### src/sv/tsmdf_pkg.sv
// Package for the timestamp-ordered dual ring FIFO.
// Holds field widths, operation and status codes shared by the interfaces and the top level.
// Depends on nothing.
package tsmdf_pkg;

  localparam int unsigned OP_W     = 2;
  localparam int unsigned STAMP_W  = 33;
  localparam int unsigned TAG_W    = 16;
  localparam int unsigned SLOT_W   = 5;
  localparam int unsigned STATUS_W = 2;

  // Operation codes carried in an input transaction.
  typedef enum logic [OP_W-1:0] {
    OP_PUSH_VIDEO = 2'd0,
    OP_PUSH_AUDIO = 2'd1,
    OP_TAKE       = 2'd2
  } op_e;

  // Status codes returned in an output transaction.
  typedef enum logic [STATUS_W-1:0] {
    ST_OK    = 2'd0,
    ST_FULL  = 2'd1,
    ST_EMPTY = 2'd2
  } status_e;

endpackage

### src/sv/tsmdf_if.sv
// Valid/ready channel interfaces for the timestamp-ordered dual ring FIFO.
// Depends on tsmdf_pkg for the payload widths.
interface tsmdf_in_if;
  logic                                valid;
  logic                                ready;
  logic [tsmdf_pkg::OP_W-1:0]          op;
  logic [tsmdf_pkg::STAMP_W-1:0]       stamp;
  logic [tsmdf_pkg::TAG_W-1:0]         tag;

  modport source (output valid, output op, output stamp, output tag, input ready);
  modport sink   (input valid, input op, input stamp, input tag, output ready);
endinterface

interface tsmdf_out_if;
  logic                                valid;
  logic                                ready;
  logic [tsmdf_pkg::STATUS_W-1:0]      status;
  logic                                from_video;
  logic [tsmdf_pkg::SLOT_W-1:0]        slot;
  logic [tsmdf_pkg::STAMP_W-1:0]       out_stamp;
  logic [tsmdf_pkg::TAG_W-1:0]         out_tag;

  modport source (output valid, output status, output from_video, output slot,
                  output out_stamp, output out_tag, input ready);
  modport sink   (input valid, input status, input from_video, input slot,
                  input out_stamp, input out_tag, output ready);
endinterface

### src/sv/tsmdf_ram.sv
// Generic simple dual-port RAM: one write port, one read port with registered read data.
// Depends on nothing.
module tsmdf_ram #(
  parameter int unsigned WIDTH = 8,
  parameter int unsigned DEPTH = 32
) (
  input  logic                     clk_i,
  input  logic                     we_i,
  input  logic [$clog2(DEPTH)-1:0] waddr_i,
  input  logic [WIDTH-1:0]         wdata_i,
  input  logic                     re_i,
  input  logic [$clog2(DEPTH)-1:0] raddr_i,
  output logic [WIDTH-1:0]         rdata_o
);

  logic [WIDTH-1:0] mem_q [DEPTH];
  logic [WIDTH-1:0] rdata_q;

  // Write port.
  always_ff @(posedge clk_i) begin
    if (we_i) begin
      mem_q[waddr_i] <= wdata_i;
    end
  end

  // Read port with registered read data.
  always_ff @(posedge clk_i) begin
    if (re_i) begin
      rdata_q <= mem_q[raddr_i];
    end
  end

  assign rdata_o = rdata_q;

endmodule

### src/sv/timestamp_merged_dual_fifo_top.sv
// Top level of the timestamp-ordered dual ring FIFO.
// Depends on tsmdf_pkg, the channel interfaces in tsmdf_if and the RAM in tsmdf_ram.

// Two ring FIFOs, video and audio, each hold descriptors of a 33-bit timestamp and a
// 16-bit tag in a RAM of its own with a registered read. A push transaction writes
// the chosen ring and answers in the next cycle with the slot it used, or with a full
// status when the ring already holds DEPTH-1 entries. A take transaction reads both
// ring heads from the RAMs and then, in the S_TAKE state, compares the heads, picks
// the earlier timestamp (video wins ties) and advances that read pointer. One
// transaction is in progress at a time, and a new one is accepted as soon as the
// output register is free or being emptied. Op code three behaves as a take. Slot
// numbers are the low five bits of the ring index. The RAMs need no clearing after
// reset.
module timestamp_merged_dual_fifo_top #(
  parameter int unsigned VIDEO_DEPTH = 32,
  parameter int unsigned AUDIO_DEPTH = 32
) (
  input  logic           clk_i,
  input  logic           rst_ni,
  tsmdf_in_if.sink       in_i,
  tsmdf_out_if.source    out_o
);

  localparam int unsigned VPW    = $clog2(VIDEO_DEPTH);
  localparam int unsigned APW    = $clog2(AUDIO_DEPTH);
  localparam int unsigned ENT_W  = tsmdf_pkg::STAMP_W + tsmdf_pkg::TAG_W;
  localparam int unsigned VEXT_W = (VPW > tsmdf_pkg::SLOT_W) ? VPW : tsmdf_pkg::SLOT_W;
  localparam int unsigned AEXT_W = (APW > tsmdf_pkg::SLOT_W) ? APW : tsmdf_pkg::SLOT_W;

  typedef enum logic {
    S_IDLE,
    S_TAKE
  } state_e;

  state_e                          state_q;
  logic [VPW-1:0]                  vwr_q, vrd_q;
  logic [APW-1:0]                  awr_q, ard_q;
  logic                            out_valid_q;
  logic [tsmdf_pkg::STATUS_W-1:0]  status_q;
  logic                            from_video_q;
  logic [tsmdf_pkg::SLOT_W-1:0]    slot_q;
  logic [tsmdf_pkg::STAMP_W-1:0]   out_stamp_q;
  logic [tsmdf_pkg::TAG_W-1:0]     out_tag_q;

  logic                            accept;
  logic                            out_load;
  logic                            is_push_v, is_push_a, is_take;
  logic [VPW-1:0]                  vwr_nxt, vrd_nxt;
  logic [APW-1:0]                  awr_nxt, ard_nxt;
  logic                            v_full, a_full, have_v, have_a, take_video;
  logic [ENT_W-1:0]                v_rdata, a_rdata;
  logic [tsmdf_pkg::STAMP_W-1:0]   v_stamp, a_stamp;
  logic [tsmdf_pkg::TAG_W-1:0]     v_tag, a_tag;
  logic [VEXT_W-1:0]               vwr_ext, vrd_ext;
  logic [AEXT_W-1:0]               awr_ext, ard_ext;

  // Handshake: accept only when idle and the output register is free or being emptied this cycle.
  assign in_i.ready = (state_q == S_IDLE) && (!out_valid_q || out_o.ready);
  assign accept     = in_i.valid && in_i.ready;

  // The output register loads after an accepted push and in the S_TAKE state of a take.
  assign out_load   = (state_q == S_TAKE) || (accept && !is_take);

  // Decode: the high op bit selects a take.
  always_comb begin
    is_push_v = 1'b0;
    is_push_a = 1'b0;
    is_take   = 1'b0;
    unique case (in_i.op)
      tsmdf_pkg::OP_PUSH_VIDEO: is_push_v = 1'b1;
      tsmdf_pkg::OP_PUSH_AUDIO: is_push_a = 1'b1;
      default:                  is_take   = 1'b1;
    endcase
  end

  // Ring pointer arithmetic with wrap at the configured depth.
  assign vwr_nxt = (vwr_q == VPW'(VIDEO_DEPTH - 1)) ? '0 : VPW'(vwr_q + VPW'(1));
  assign vrd_nxt = (vrd_q == VPW'(VIDEO_DEPTH - 1)) ? '0 : VPW'(vrd_q + VPW'(1));
  assign awr_nxt = (awr_q == APW'(AUDIO_DEPTH - 1)) ? '0 : APW'(awr_q + APW'(1));
  assign ard_nxt = (ard_q == APW'(AUDIO_DEPTH - 1)) ? '0 : APW'(ard_q + APW'(1));
  assign v_full  = (vwr_nxt == vrd_q);
  assign a_full  = (awr_nxt == ard_q);
  assign have_v  = (vwr_q != vrd_q);
  assign have_a  = (awr_q != ard_q);

  // Slot numbers are the low bits of the zero-extended ring index.
  assign vwr_ext = VEXT_W'(vwr_q);
  assign vrd_ext = VEXT_W'(vrd_q);
  assign awr_ext = AEXT_W'(awr_q);
  assign ard_ext = AEXT_W'(ard_q);

  // Entry stores, one RAM per ring.
  tsmdf_ram #(
    .WIDTH (ENT_W),
    .DEPTH (VIDEO_DEPTH)
  ) u_video_ram (
    .clk_i   (clk_i),
    .we_i    (accept && is_push_v && !v_full),
    .waddr_i (vwr_q),
    .wdata_i ({in_i.stamp, in_i.tag}),
    .re_i    (accept && is_take),
    .raddr_i (vrd_q),
    .rdata_o (v_rdata)
  );

  tsmdf_ram #(
    .WIDTH (ENT_W),
    .DEPTH (AUDIO_DEPTH)
  ) u_audio_ram (
    .clk_i   (clk_i),
    .we_i    (accept && is_push_a && !a_full),
    .waddr_i (awr_q),
    .wdata_i ({in_i.stamp, in_i.tag}),
    .re_i    (accept && is_take),
    .raddr_i (ard_q),
    .rdata_o (a_rdata)
  );

  assign {v_stamp, v_tag} = v_rdata;
  assign {a_stamp, a_tag} = a_rdata;

  // Head selection: the earlier timestamp wins, video on a tie.
  assign take_video = have_v && (!have_a || !(a_stamp < v_stamp));

  // Control state, pointers and the output register.
  always_ff @(posedge clk_i or negedge rst_ni) begin
    if (!rst_ni) begin
      state_q      <= S_IDLE;
      vwr_q        <= '0;
      vrd_q        <= '0;
      awr_q        <= '0;
      ard_q        <= '0;
      out_valid_q  <= 1'b0;
      status_q     <= tsmdf_pkg::ST_OK;
      from_video_q <= 1'b0;
      slot_q       <= '0;
      out_stamp_q  <= '0;
      out_tag_q    <= '0;
    end else begin
      // The output register fills with a new answer or drains when the receiver takes it.
      if (out_load) begin
        out_valid_q <= 1'b1;
      end else if (out_o.ready) begin
        out_valid_q <= 1'b0;
      end
      unique case (state_q)
        S_IDLE: begin
          if (accept && is_take) begin
            state_q <= S_TAKE;
          end else if (accept) begin
            out_stamp_q  <= '0;
            out_tag_q    <= '0;
            from_video_q <= is_push_v;
            if (is_push_v) begin
              if (v_full) begin
                status_q <= tsmdf_pkg::ST_FULL;
                slot_q   <= '0;
              end else begin
                status_q <= tsmdf_pkg::ST_OK;
                slot_q   <= vwr_ext[tsmdf_pkg::SLOT_W-1:0];
                vwr_q    <= vwr_nxt;
              end
            end else begin
              if (a_full) begin
                status_q <= tsmdf_pkg::ST_FULL;
                slot_q   <= '0;
              end else begin
                status_q <= tsmdf_pkg::ST_OK;
                slot_q   <= awr_ext[tsmdf_pkg::SLOT_W-1:0];
                awr_q    <= awr_nxt;
              end
            end
          end
        end
        S_TAKE: begin
          state_q <= S_IDLE;
          if (!have_v && !have_a) begin
            status_q     <= tsmdf_pkg::ST_EMPTY;
            from_video_q <= 1'b0;
            slot_q       <= '0;
            out_stamp_q  <= '0;
            out_tag_q    <= '0;
          end else if (take_video) begin
            status_q     <= tsmdf_pkg::ST_OK;
            from_video_q <= 1'b1;
            slot_q       <= vrd_ext[tsmdf_pkg::SLOT_W-1:0];
            out_stamp_q  <= v_stamp;
            out_tag_q    <= v_tag;
            vrd_q        <= vrd_nxt;
          end else begin
            status_q     <= tsmdf_pkg::ST_OK;
            from_video_q <= 1'b0;
            slot_q       <= ard_ext[tsmdf_pkg::SLOT_W-1:0];
            out_stamp_q  <= a_stamp;
            out_tag_q    <= a_tag;
            ard_q        <= ard_nxt;
          end
        end
        default: begin
          state_q <= S_IDLE;
        end
      endcase
    end
  end

  assign out_o.valid      = out_valid_q;
  assign out_o.status     = status_q;
  assign out_o.from_video = from_video_q;
  assign out_o.slot       = slot_q;
  assign out_o.out_stamp  = out_stamp_q;
  assign out_o.out_tag    = out_tag_q;

endmodule

### src/flat_wrapper.sv
// flat-port wrapper written by rule: the top's interface ports become plain ports
module timestamp_merged_dual_fifo_top_flat 
#(
  parameter int unsigned VIDEO_DEPTH = 32,
  parameter int unsigned AUDIO_DEPTH = 32
)
  (clk_i, rst_ni, in_i_valid, in_i_op, in_i_stamp, in_i_tag, in_i_ready, out_o_valid, out_o_status, out_o_from_video, out_o_slot, out_o_out_stamp, out_o_out_tag, out_o_ready);
  tsmdf_in_if in_i_i ();
  tsmdf_out_if out_o_i ();
  input  logic clk_i;
  input  logic rst_ni;
  input wire logic [$bits(in_i_i.valid)-1:0] in_i_valid;
  input wire logic [$bits(in_i_i.op)-1:0] in_i_op;
  input wire logic [$bits(in_i_i.stamp)-1:0] in_i_stamp;
  input wire logic [$bits(in_i_i.tag)-1:0] in_i_tag;
  output wire logic [$bits(in_i_i.ready)-1:0] in_i_ready;
  output wire logic [$bits(out_o_i.valid)-1:0] out_o_valid;
  output wire logic [$bits(out_o_i.status)-1:0] out_o_status;
  output wire logic [$bits(out_o_i.from_video)-1:0] out_o_from_video;
  output wire logic [$bits(out_o_i.slot)-1:0] out_o_slot;
  output wire logic [$bits(out_o_i.out_stamp)-1:0] out_o_out_stamp;
  output wire logic [$bits(out_o_i.out_tag)-1:0] out_o_out_tag;
  input wire logic [$bits(out_o_i.ready)-1:0] out_o_ready;
  assign in_i_i.valid = in_i_valid;
  assign in_i_i.op = in_i_op;
  assign in_i_i.stamp = in_i_stamp;
  assign in_i_i.tag = in_i_tag;
  assign in_i_ready = in_i_i.ready;
  assign out_o_valid = out_o_i.valid;
  assign out_o_status = out_o_i.status;
  assign out_o_from_video = out_o_i.from_video;
  assign out_o_slot = out_o_i.slot;
  assign out_o_out_stamp = out_o_i.out_stamp;
  assign out_o_out_tag = out_o_i.out_tag;
  assign out_o_i.ready = out_o_ready;
  timestamp_merged_dual_fifo_top #(.VIDEO_DEPTH(VIDEO_DEPTH), .AUDIO_DEPTH(AUDIO_DEPTH)) u_core (.clk_i(clk_i), .rst_ni(rst_ni), .in_i(in_i_i), .out_o(out_o_i));
endmodule
### config.mk
export PLATFORM = sky130hd
export DESIGN_NAME = timestamp_merged_dual_fifo_top_flat
export DESIGN_NICKNAME = d
export VERILOG_FILES = /design/src/sv/tsmdf_pkg.sv /design/src/sv/tsmdf_if.sv /design/src/sv/tsmdf_ram.sv /design/src/sv/timestamp_merged_dual_fifo_top.sv /design/src/flat_wrapper.sv
export SDC_FILE = /design/constraint.sdc
export NUM_CORES = 2
export LEC_CHECK = 0
export BUFFER_PORTS_ARGS = -buffer_cell sky130_fd_sc_hd__buf_2
export CORE_MARGIN = 1
export CORE_UTILIZATION = 45
export CTS_BUF_LIST = sky130_fd_sc_hd__clkbuf_4 sky130_fd_sc_hd__clkbuf_8 sky130_fd_sc_hd__clkbuf_16
export DETAILED_ROUTE_END_ITERATION = 10
export REMOVE_ABC_BUFFERS = 1
export SLEW_MARGIN = 10
export SYNTH_ARGS = -nofsm -noshare
export SYNTH_HDL_FRONTEND = slang
export SYNTH_SLANG_ARGS = --single-unit
### constraint.sdc
create_clock -name clk_i -period 6.4 [get_ports clk_i]
set_input_delay 1.28 -clock clk_i [delete_from_list [all_inputs] [get_ports clk_i]]
set_output_delay 1.28 -clock clk_i [all_outputs]
set_load 0.01 [all_outputs]
Yosys cells after proc, flatten, opt, wreduce, memory -nomap -nowiden
Memory sizes are Yosys's and may differ from the RTL's. A register that Yosys moved wholly into a read port is not among the register bits.
Index checks and enable logic that the tools add are counted.
W data, S select, Z words.
{ "op_classes": {"addsub": 4, "order_cmp": 1, "eq_ne": 11, "muxes": 45, "n_bitwise": 7, "reduce_logical": 27} }
{ "ops": {"columns": ["op", "n"], "rows": [
  ["$mux W33", 4],
  ["$pmux W33 S2", 1],
  ["$mux W16", 4],
  ["$mux W5", 11],
  ["$lt A33 B33 Y1", 1],
  ["$pmux W16 S2", 1],
  ["$add A5 B1 Y5 const B", 4],
  ["$eq A5 B5 Y1 const B", 4],
  ["$mux W1", 16],
  ["$eq A5 B5 Y1", 2],
  ["$logic_and A1 B1 Y1", 10],
  ["$ne A5 B5 Y1", 2],
  ["$pmux W5 S2", 1],
  ["$reduce_and A5 Y1", 2],
  ["$mux W2", 4],
  ["$not A1 Y1", 7],
  ["$logic_not A1 Y1", 6],
  ["$reduce_and A3 Y1", 2],
  ["$pmux W1 S2", 2],
  ["$pmux W2 S2", 1],
  ["$logic_or A1 B1 Y1", 3],
  ["$eq A2 B1 Y1 const B", 1],
  ["$logic_not A2 Y1", 1],
  ["$ne A2 B1 Y1 const B", 1],
  ["other kinds (4)", 4]
]} }
{ "word_totals": {"ff_bits": 79, "ram_bits": 3136, "wordCells": 108, "n_memories": 2} }
{ "mem_list": {"columns": ["name", "words", "width", "read_ports", "rd_ports_with_merged_regs", "wr", "line_no", "text"], "rows": [
  ["u_core.u_audio_ram.mem_q", 32, 49, 1, 1, 1, "tsmdf_ram.sv:16", "logic [WIDTH-1:0] mem_q [DEPTH];"],
  ["u_core.u_video_ram.mem_q", 32, 49, 1, 1, 1, "tsmdf_ram.sv:16", null]
]} }

Longest topological paths before layout
{ "depth": {"word_depth": 8, "depth_mapped": 12, "ltp_nobuf": 10} }

By module
A second synthesis with hierarchy kept.
{ "unflattened": {"cells_unflattened": 7430, "area_unflattened_um2": 129696.9} }
{ "by_module_without_submodules": {"columns": ["mod", "instances", "cells_each", "area_per_inst_um2", "seq_area_each_um2"], "rows": [
  ["tsmdf_ram", 2, 3434, 62344.8, 48556.6],
  ["timestamp_merged_dual_fifo_top", 1, 562, 5007.3, 1976.9]
]} }

Worst setup path after synthesis
No wires, ideal clock.
{ "synth_timing": {"kind": "in2reg", "startpoint": "in out_o_ready", "endpoint": "mem u_core.u_video_ram.mem_q[11][0] in the netlist's numbering (enable)", "setup_time_ps": 456, "arrival_time_ps": 4736, "required_time_ps": 5944, "path_slack_ps": 1208, "path_stages": 8, "cell_sequence": "inv_1 a21oi_1 nand3b_1 nor2_1 and2_1 clkbuf_1 nand2_1 nor2_1"} }
{ "synth_between": {"elab_chain_cells": 7} }
{ "synth_lines": {"columns": ["element", "line_no", "text"], "rows": [
  ["from (decl)", "flat_wrapper.sv:23", "input wire logic [$bits(out_o_i.ready)-1:0] out_o_ready;"],
  ["$logic_or A1 B1 Y1", "timestamp_merged_dual_fifo_top.sv:58", "assign in_i.ready = (state_q == S_IDLE) && (!out_valid_q || out_o.ready);"],
  ["$logic_and A1 B1 Y1", "timestamp_merged_dual_fifo_top.sv:58", null],
  ["via in_i_ready", "flat_wrapper.sv:16", "output wire logic [$bits(in_i_i.ready)-1:0] in_i_ready;"],
  ["$logic_and A1 B1 Y1", "timestamp_merged_dual_fifo_top.sv:59", "assign accept = in_i.valid && in_i.ready;"],
  ["$logic_and A1 B1 Y1 (2 in series)", "timestamp_merged_dual_fifo_top.sv:98", ".we_i (accept && is_push_v && !v_full),"],
  ["$mux W1", "tsmdf_ram.sv:21", "if (we_i) begin"],
  ["$mux W1 (not written as such)", "tsmdf_ram.sv:22", "mem_q[waddr_i] <= wdata_i;"],
  ["to (decl)", "tsmdf_ram.sv:16", null]
]} }
The timed path passes the listed nets, and every way through them passes these cells.

Worst setup path after layout
{ "layout_timing": {"startpoint": "reg u_core.vwr_q[0] (netlist: u_core.vwr_ext[0])", "endpoint": "mem u_core.u_video_ram.mem_q[10][38] in the netlist's numbering (enable)"} }
{ "layout_between": {"elab_chain_cells": 7, "word_cells_on_any_way": 8, "classes_between": "add/sub: 1; eq/ne: 2; mux: 3; reduce/logical: 2"} }
{ "layout_lines": {"columns": ["element", "line_no", "text"], "rows": [
  ["from (decl)", "timestamp_merged_dual_fifo_top.sv:36", "logic [VPW-1:0] vwr_q, vrd_q;"],
  ["from (signal assigned)", "timestamp_merged_dual_fifo_top.sv:161", "vwr_q <= vwr_nxt;"],
  ["$add A5 B1 Y5 or $eq A5 B5 Y1 (tied branches)", "timestamp_merged_dual_fifo_top.sv:77", "assign vwr_nxt = (vwr_q == VPW'(VIDEO_DEPTH - 1)) ? '0 : VPW'(vwr_q + VPW'(1));"],
  ["$mux W5", "timestamp_merged_dual_fifo_top.sv:77", null],
  ["$eq A5 B5 Y1", "timestamp_merged_dual_fifo_top.sv:81", "assign v_full = (vwr_nxt == vrd_q);"],
  ["$logic_not A1 Y1", "timestamp_merged_dual_fifo_top.sv:98", null],
  ["$logic_and A1 B1 Y1", "timestamp_merged_dual_fifo_top.sv:98", null],
  ["$mux W1", "tsmdf_ram.sv:21", null],
  ["$mux W1 (not written as such)", "tsmdf_ram.sv:22", null]
]} }
Parallel ways exist; a longest one is shown, timed or not.

==> results.json <==
{
  "violations_in_the_final_reports": "design-rule violations",
  "fin_skew_ns": 0.0313,
  "synth_warnings": 0,
  "cts_hold_buf": 0,
  "ys_async_sr_fraction_pct": 2.38,
  "static-leakage-power_uw": 0.0447,
  "run_status": "finished, violations left",
  "detailedRoute.firstPassIterationCount": 10,
  "final_antenna_net_count": 0,
  "detail_route.drc_violations": 2,
  "first_global_vias": 57861,
  "rsz0062_at_grt": "no",
  "post_cts_setup_inserts": 0,
  "postCtsResizedCells": 0,
  "synth.distinct_cells": 57,
  "timing_worst_setup_path_type": "reg2reg",
  "synth_top_area_share_pct": 76.6,
  "grt_first_pass_wirelength_um": 433000,
  "pin_count": 114,
  "htree_num_levels": 5,
  "intPower_uw": 42400,
  "buffer_ports.inserted": 113,
  "sequentialPowerShare_pct": 43.2,
  "syn2layout_area_growth_pct": 13.3,
  "critPathArrivalTime_ns": 5.07,
  "synthesis.area_um2": 127000,
  "clkPwrFrac_pct": 32.1,
  "clock_insertion_delay_worst_skew_ns": 0.89,
  "cp_max_fo": 40,
  "clk_root_buffer_cell": "sky130_fd_sc_hd__clkbuf_16",
  "max_freq_mhz": 218,
  "multi_input_gate_area_in_the_final_layout_um2": 26800,
  "synth_sequential_area_ratio_pct": 78.2,
  "ys_top_cells_by_area": "sky130_fd_sc_hd__edfxtp_1 77%, sky130_fd_sc_hd__mux4_2 17%, sky130_fd_sc_hd__dfrtp_1 1.6%",
  "end_kind": "register",
  "min_period_ns": 4.58,
  "average_detailed_routed_wire_length_per_instance_um": 31.5,
  "hold_viol_final": 0,
  "vdd_drop_max_mv": 0.447,
  "dr_total_vias": 57144,
  "cts_bufs_inserted": 333,
  "cts.sink_count": 3313,
  "critPathMostFrequentCell": "sky130_fd_sc_hd__ha_1",
  "cp.required_ns": 6.89,
  "maximum_number_of_pins_on_one_net_before_global_route_repair": 141,
  "chipHeight_um": 533,
  "initialDrtViolationCount": 6340,
  "clockBufferDepth": 4,
  "pre_cts_ws_ns": 1.66,
  "most_frequently_used_cell_type_in_the_post_synthesis_netlist": "sky130_fd_sc_hd__edfxtp_1",
  "seqCellArea_um2": 99100,
  "post-synth-top-area-cell": "sky130_fd_sc_hd__edfxtp_1",
  "area_of_the_placeable_core_um2": 280000,
  "row_count": 194,
  "dieWidth_um": 533,
  "synth_area_per_cell_um2": 24.2,
  "dp.final_hpwl_um": 168000,
  "num-fill-cells": 21640,
  "post_route_cells_drive_above_1_share_pct": 32.5,
  "cap_violations": 0,
  "count_of_flip_flops_with_a_built_in_enable_after_synthesis": 3234,
  "initial_utilization_pct": 45.3,
  "cp_cell_sequence": "ha_1 > and3_1 > ha_1 > and3b_1 > o21ai_0 > a31oi_1 > nand4_1 > and2_1 > nand2_1 > nor2_4 > buf_4",
  "wl_um": 301000,
  "final.setup.worst_slack_ns": 1.82,
  "total_switching_power_uw": 16400,
  "crit_path_top_delay_cell": "sky130_fd_sc_hd__nand2_1",
  "tritoncts": "done",
  "timing.setup.tns_ns": 0,
  "power_per_cell_area_nw_per_um2": 410,
  "power.share.switching_pct": 27.9,
  "grt_usage_pct": 21.3,
  "synth-seq-cells": 3313,
  "detail_route.vias_per_cell": 5.97,
  "path_clk_slew_ns": 0.06,
  "fin_crit_sh_pct": 71.5,
  "synth_top_cells_by_count": "3,234 x sky130_fd_sc_hd__edfxtp_1, 980 x sky130_fd_sc_hd__mux4_2, 174 x sky130_fd_sc_hd__nand2_1, 121 x sky130_fd_sc_hd__clkbuf_1, 90 x sky130_fd_sc_hd__nor2_1",
  "slew_headroom_pct": 18.3,
  "hold-worst-slack_ns": 0.312,
  "crit_path_max_incr_delay_ns": 0.67,
  "slew_worst_pin_ns": 1.23,
  "timing_max_transition_violations_final": 0,
  "final-setup-viol-count": 0,
  "gp_congestion": 0.827,
  "finalNetCount": 5686,
  "hold_class": "in2async",
  "count_of_mapped_cells_out_of_synthesis": 5246,
  "grt.overflow.total": 0,
  "die_footprint_um2": 284000,
  "antenna_found_initial": 24,
  "ys.flop_type": "sky130_fd_sc_hd__edfxtp_1",
  "pwr-share-comb_pct": 24.7,
  "crit_path_start_kind": "register"
}
[per-layer routing]
metal,routed length (um),track usage [%]
met5,74,0
met2,148000,34.0
met1,128000,31.3
met3,19100,2.92
met4,6480,4.71
[registers in the layout (all words and copies together) (netlist names), 2 cells and up]
| name | cells |
|---|---|
| u_core.u_video_ram.rdata_o | 49 |
| u_core.vwr_ext | 5 |
| u_core.out_o.slot | 5 |
| u_core.u_audio_ram.mem_q | 1568 |
| u_core.u_audio_ram.rdata_o | 49 |
| u_core.u_video_ram.mem_q | 1568 |
| u_core.vrd_ext | 5 |
| u_core.out_o.out_tag | 16 |
| u_core.out_o.status | 2 |
| u_core.out_o.out_stamp | 33 |
| u_core.awr_ext | 5 |
| u_core.ard_ext | 5 |
[path summary, 6_finish.rpt]
path,startpoint,endpoint,slack (ns),cells past startpoint
max,u_core.vwr_ext[0]$_DFFE_PN0P_,u_core.u_video_ram.mem_q[10][38]$_DFFE_PP_,1.82,11
min,rst_ni,u_core.out_o.status[1]$_DFFE_PN0P_,0.31,1
max reg2reg,u_core.vwr_ext[0]$_DFFE_PN0P_,u_core.u_video_ram.mem_q[10][38]$_DFFE_PP_,1.82,11
min reg2reg,u_core.u_video_ram.rdata_o[13]$_DFFE_PP_,u_core.out_o.out_tag[13]$_DFFE_PN0P_,0.45,1
max in group asynchronous,rst_ni,u_core.vrd_ext[1]$_DFFE_PN0P_,4.87,2
min in group clk_i,u_core.u_video_ram.rdata_o[13]$_DFFE_PP_,u_core.out_o.out_tag[13]$_DFFE_PN0P_,0.45,1
[layout make-up]
cell class	count	area share (%)
flip-flops and latches	3313	69.0
multi-input cells	1617	18.6
clock buffers	425	6.42
well taps	3724	3.25
repair buffers	273	1.62
clock inverters	163	0.896
inverters	47	0.123
diodes	6	0.0105
[metrics by stage]
stage,instance area (um2),power [uW],util [%],cells
4_1_cts,144000,59500,51.3,9562
3_3_place_gp,133000,40600,47.6,8974
2_1_floorplan,126000,35900,-,4977
3_5_place_dp,133000,40700,47.6,8974
5_1_grt,144000,61000,51.3,9564
6_report,144000,58800,51.3,9568
[power groups by stage]
stage / clock network (uW) / logic (uW) / registers, uW
floorplan: 0 / 9320 / 26500
global placement: 0 / 14800 / 25900
detailed placement: 0 / 14800 / 25900
CTS: 19200 / 14900 / 25400
global route: 20000 / 15500 / 25500
finish: 18900 / 14600 / 25400
[cells by family (layout without fill, tap and decap cells)]
family / after synthesis / count (layout) / synth area share [%]
other: 0 / 6 / 0
buffers and inverters: 316 / 908 / 1.07
adders and majority gates: 46 / 46 / 0.454
muxes: 1039 / 1039 / 17.9
and+or+nand+nor: 383 / 383 / 1.38
xor gates and xnor gates: 19 / 19 / 0.131
AOI/OAI and AO/OA: 130 / 130 / 0.816
DFF: 3313 / 3313 / 78.2
[placed cells by master (no fill, tap or decap), types with 18 or more instances in the layout]
cell type / Yosys / routed
sky130_fd_sc_hd__a21oi_1: 18 / 18
sky130_fd_sc_hd__a221o_1: 54 / 54
sky130_fd_sc_hd__and2_1: 50 / 50
sky130_fd_sc_hd__buf_12: 0 / 45
sky130_fd_sc_hd__buf_2: 84 / 112
sky130_fd_sc_hd__buf_4: 10 / 116
sky130_fd_sc_hd__bufinv_16: 0 / 19
sky130_fd_sc_hd__clkbuf_16: 0 / 343
sky130_fd_sc_hd__clkbuf_4: 0 / 80
sky130_fd_sc_hd__clkinv_1: 1 / 77
sky130_fd_sc_hd__clkinv_2: 0 / 48
sky130_fd_sc_hd__dfrtp_1: 79 / 69
sky130_fd_sc_hd__edfxtp_1: 3234 / 3234
sky130_fd_sc_hd__ha_1: 46 / 46
sky130_fd_sc_hd__inv_1: 45 / 45
sky130_fd_sc_hd__mux2_2: 49 / 49
sky130_fd_sc_hd__mux4_2: 980 / 980
sky130_fd_sc_hd__nand2_1: 174 / 174
sky130_fd_sc_hd__nor2_1: 90 / 24
sky130_fd_sc_hd__nor2_4: 0 / 66
sky130_fd_sc_hd__o21ai_0: 20 / 20
[critical path: cells and delay by family (launching register included)]
kind,cells,cell delay [ns]
AOI/OAI and AO/OA,2,0.29
adders and majority gates,2,0.61
buffers and inverters,1,0.55
DFF,1,0.53
and+or+nand+nor,6,2.14
No activity file was read; power rests on OpenSTA's default activity.
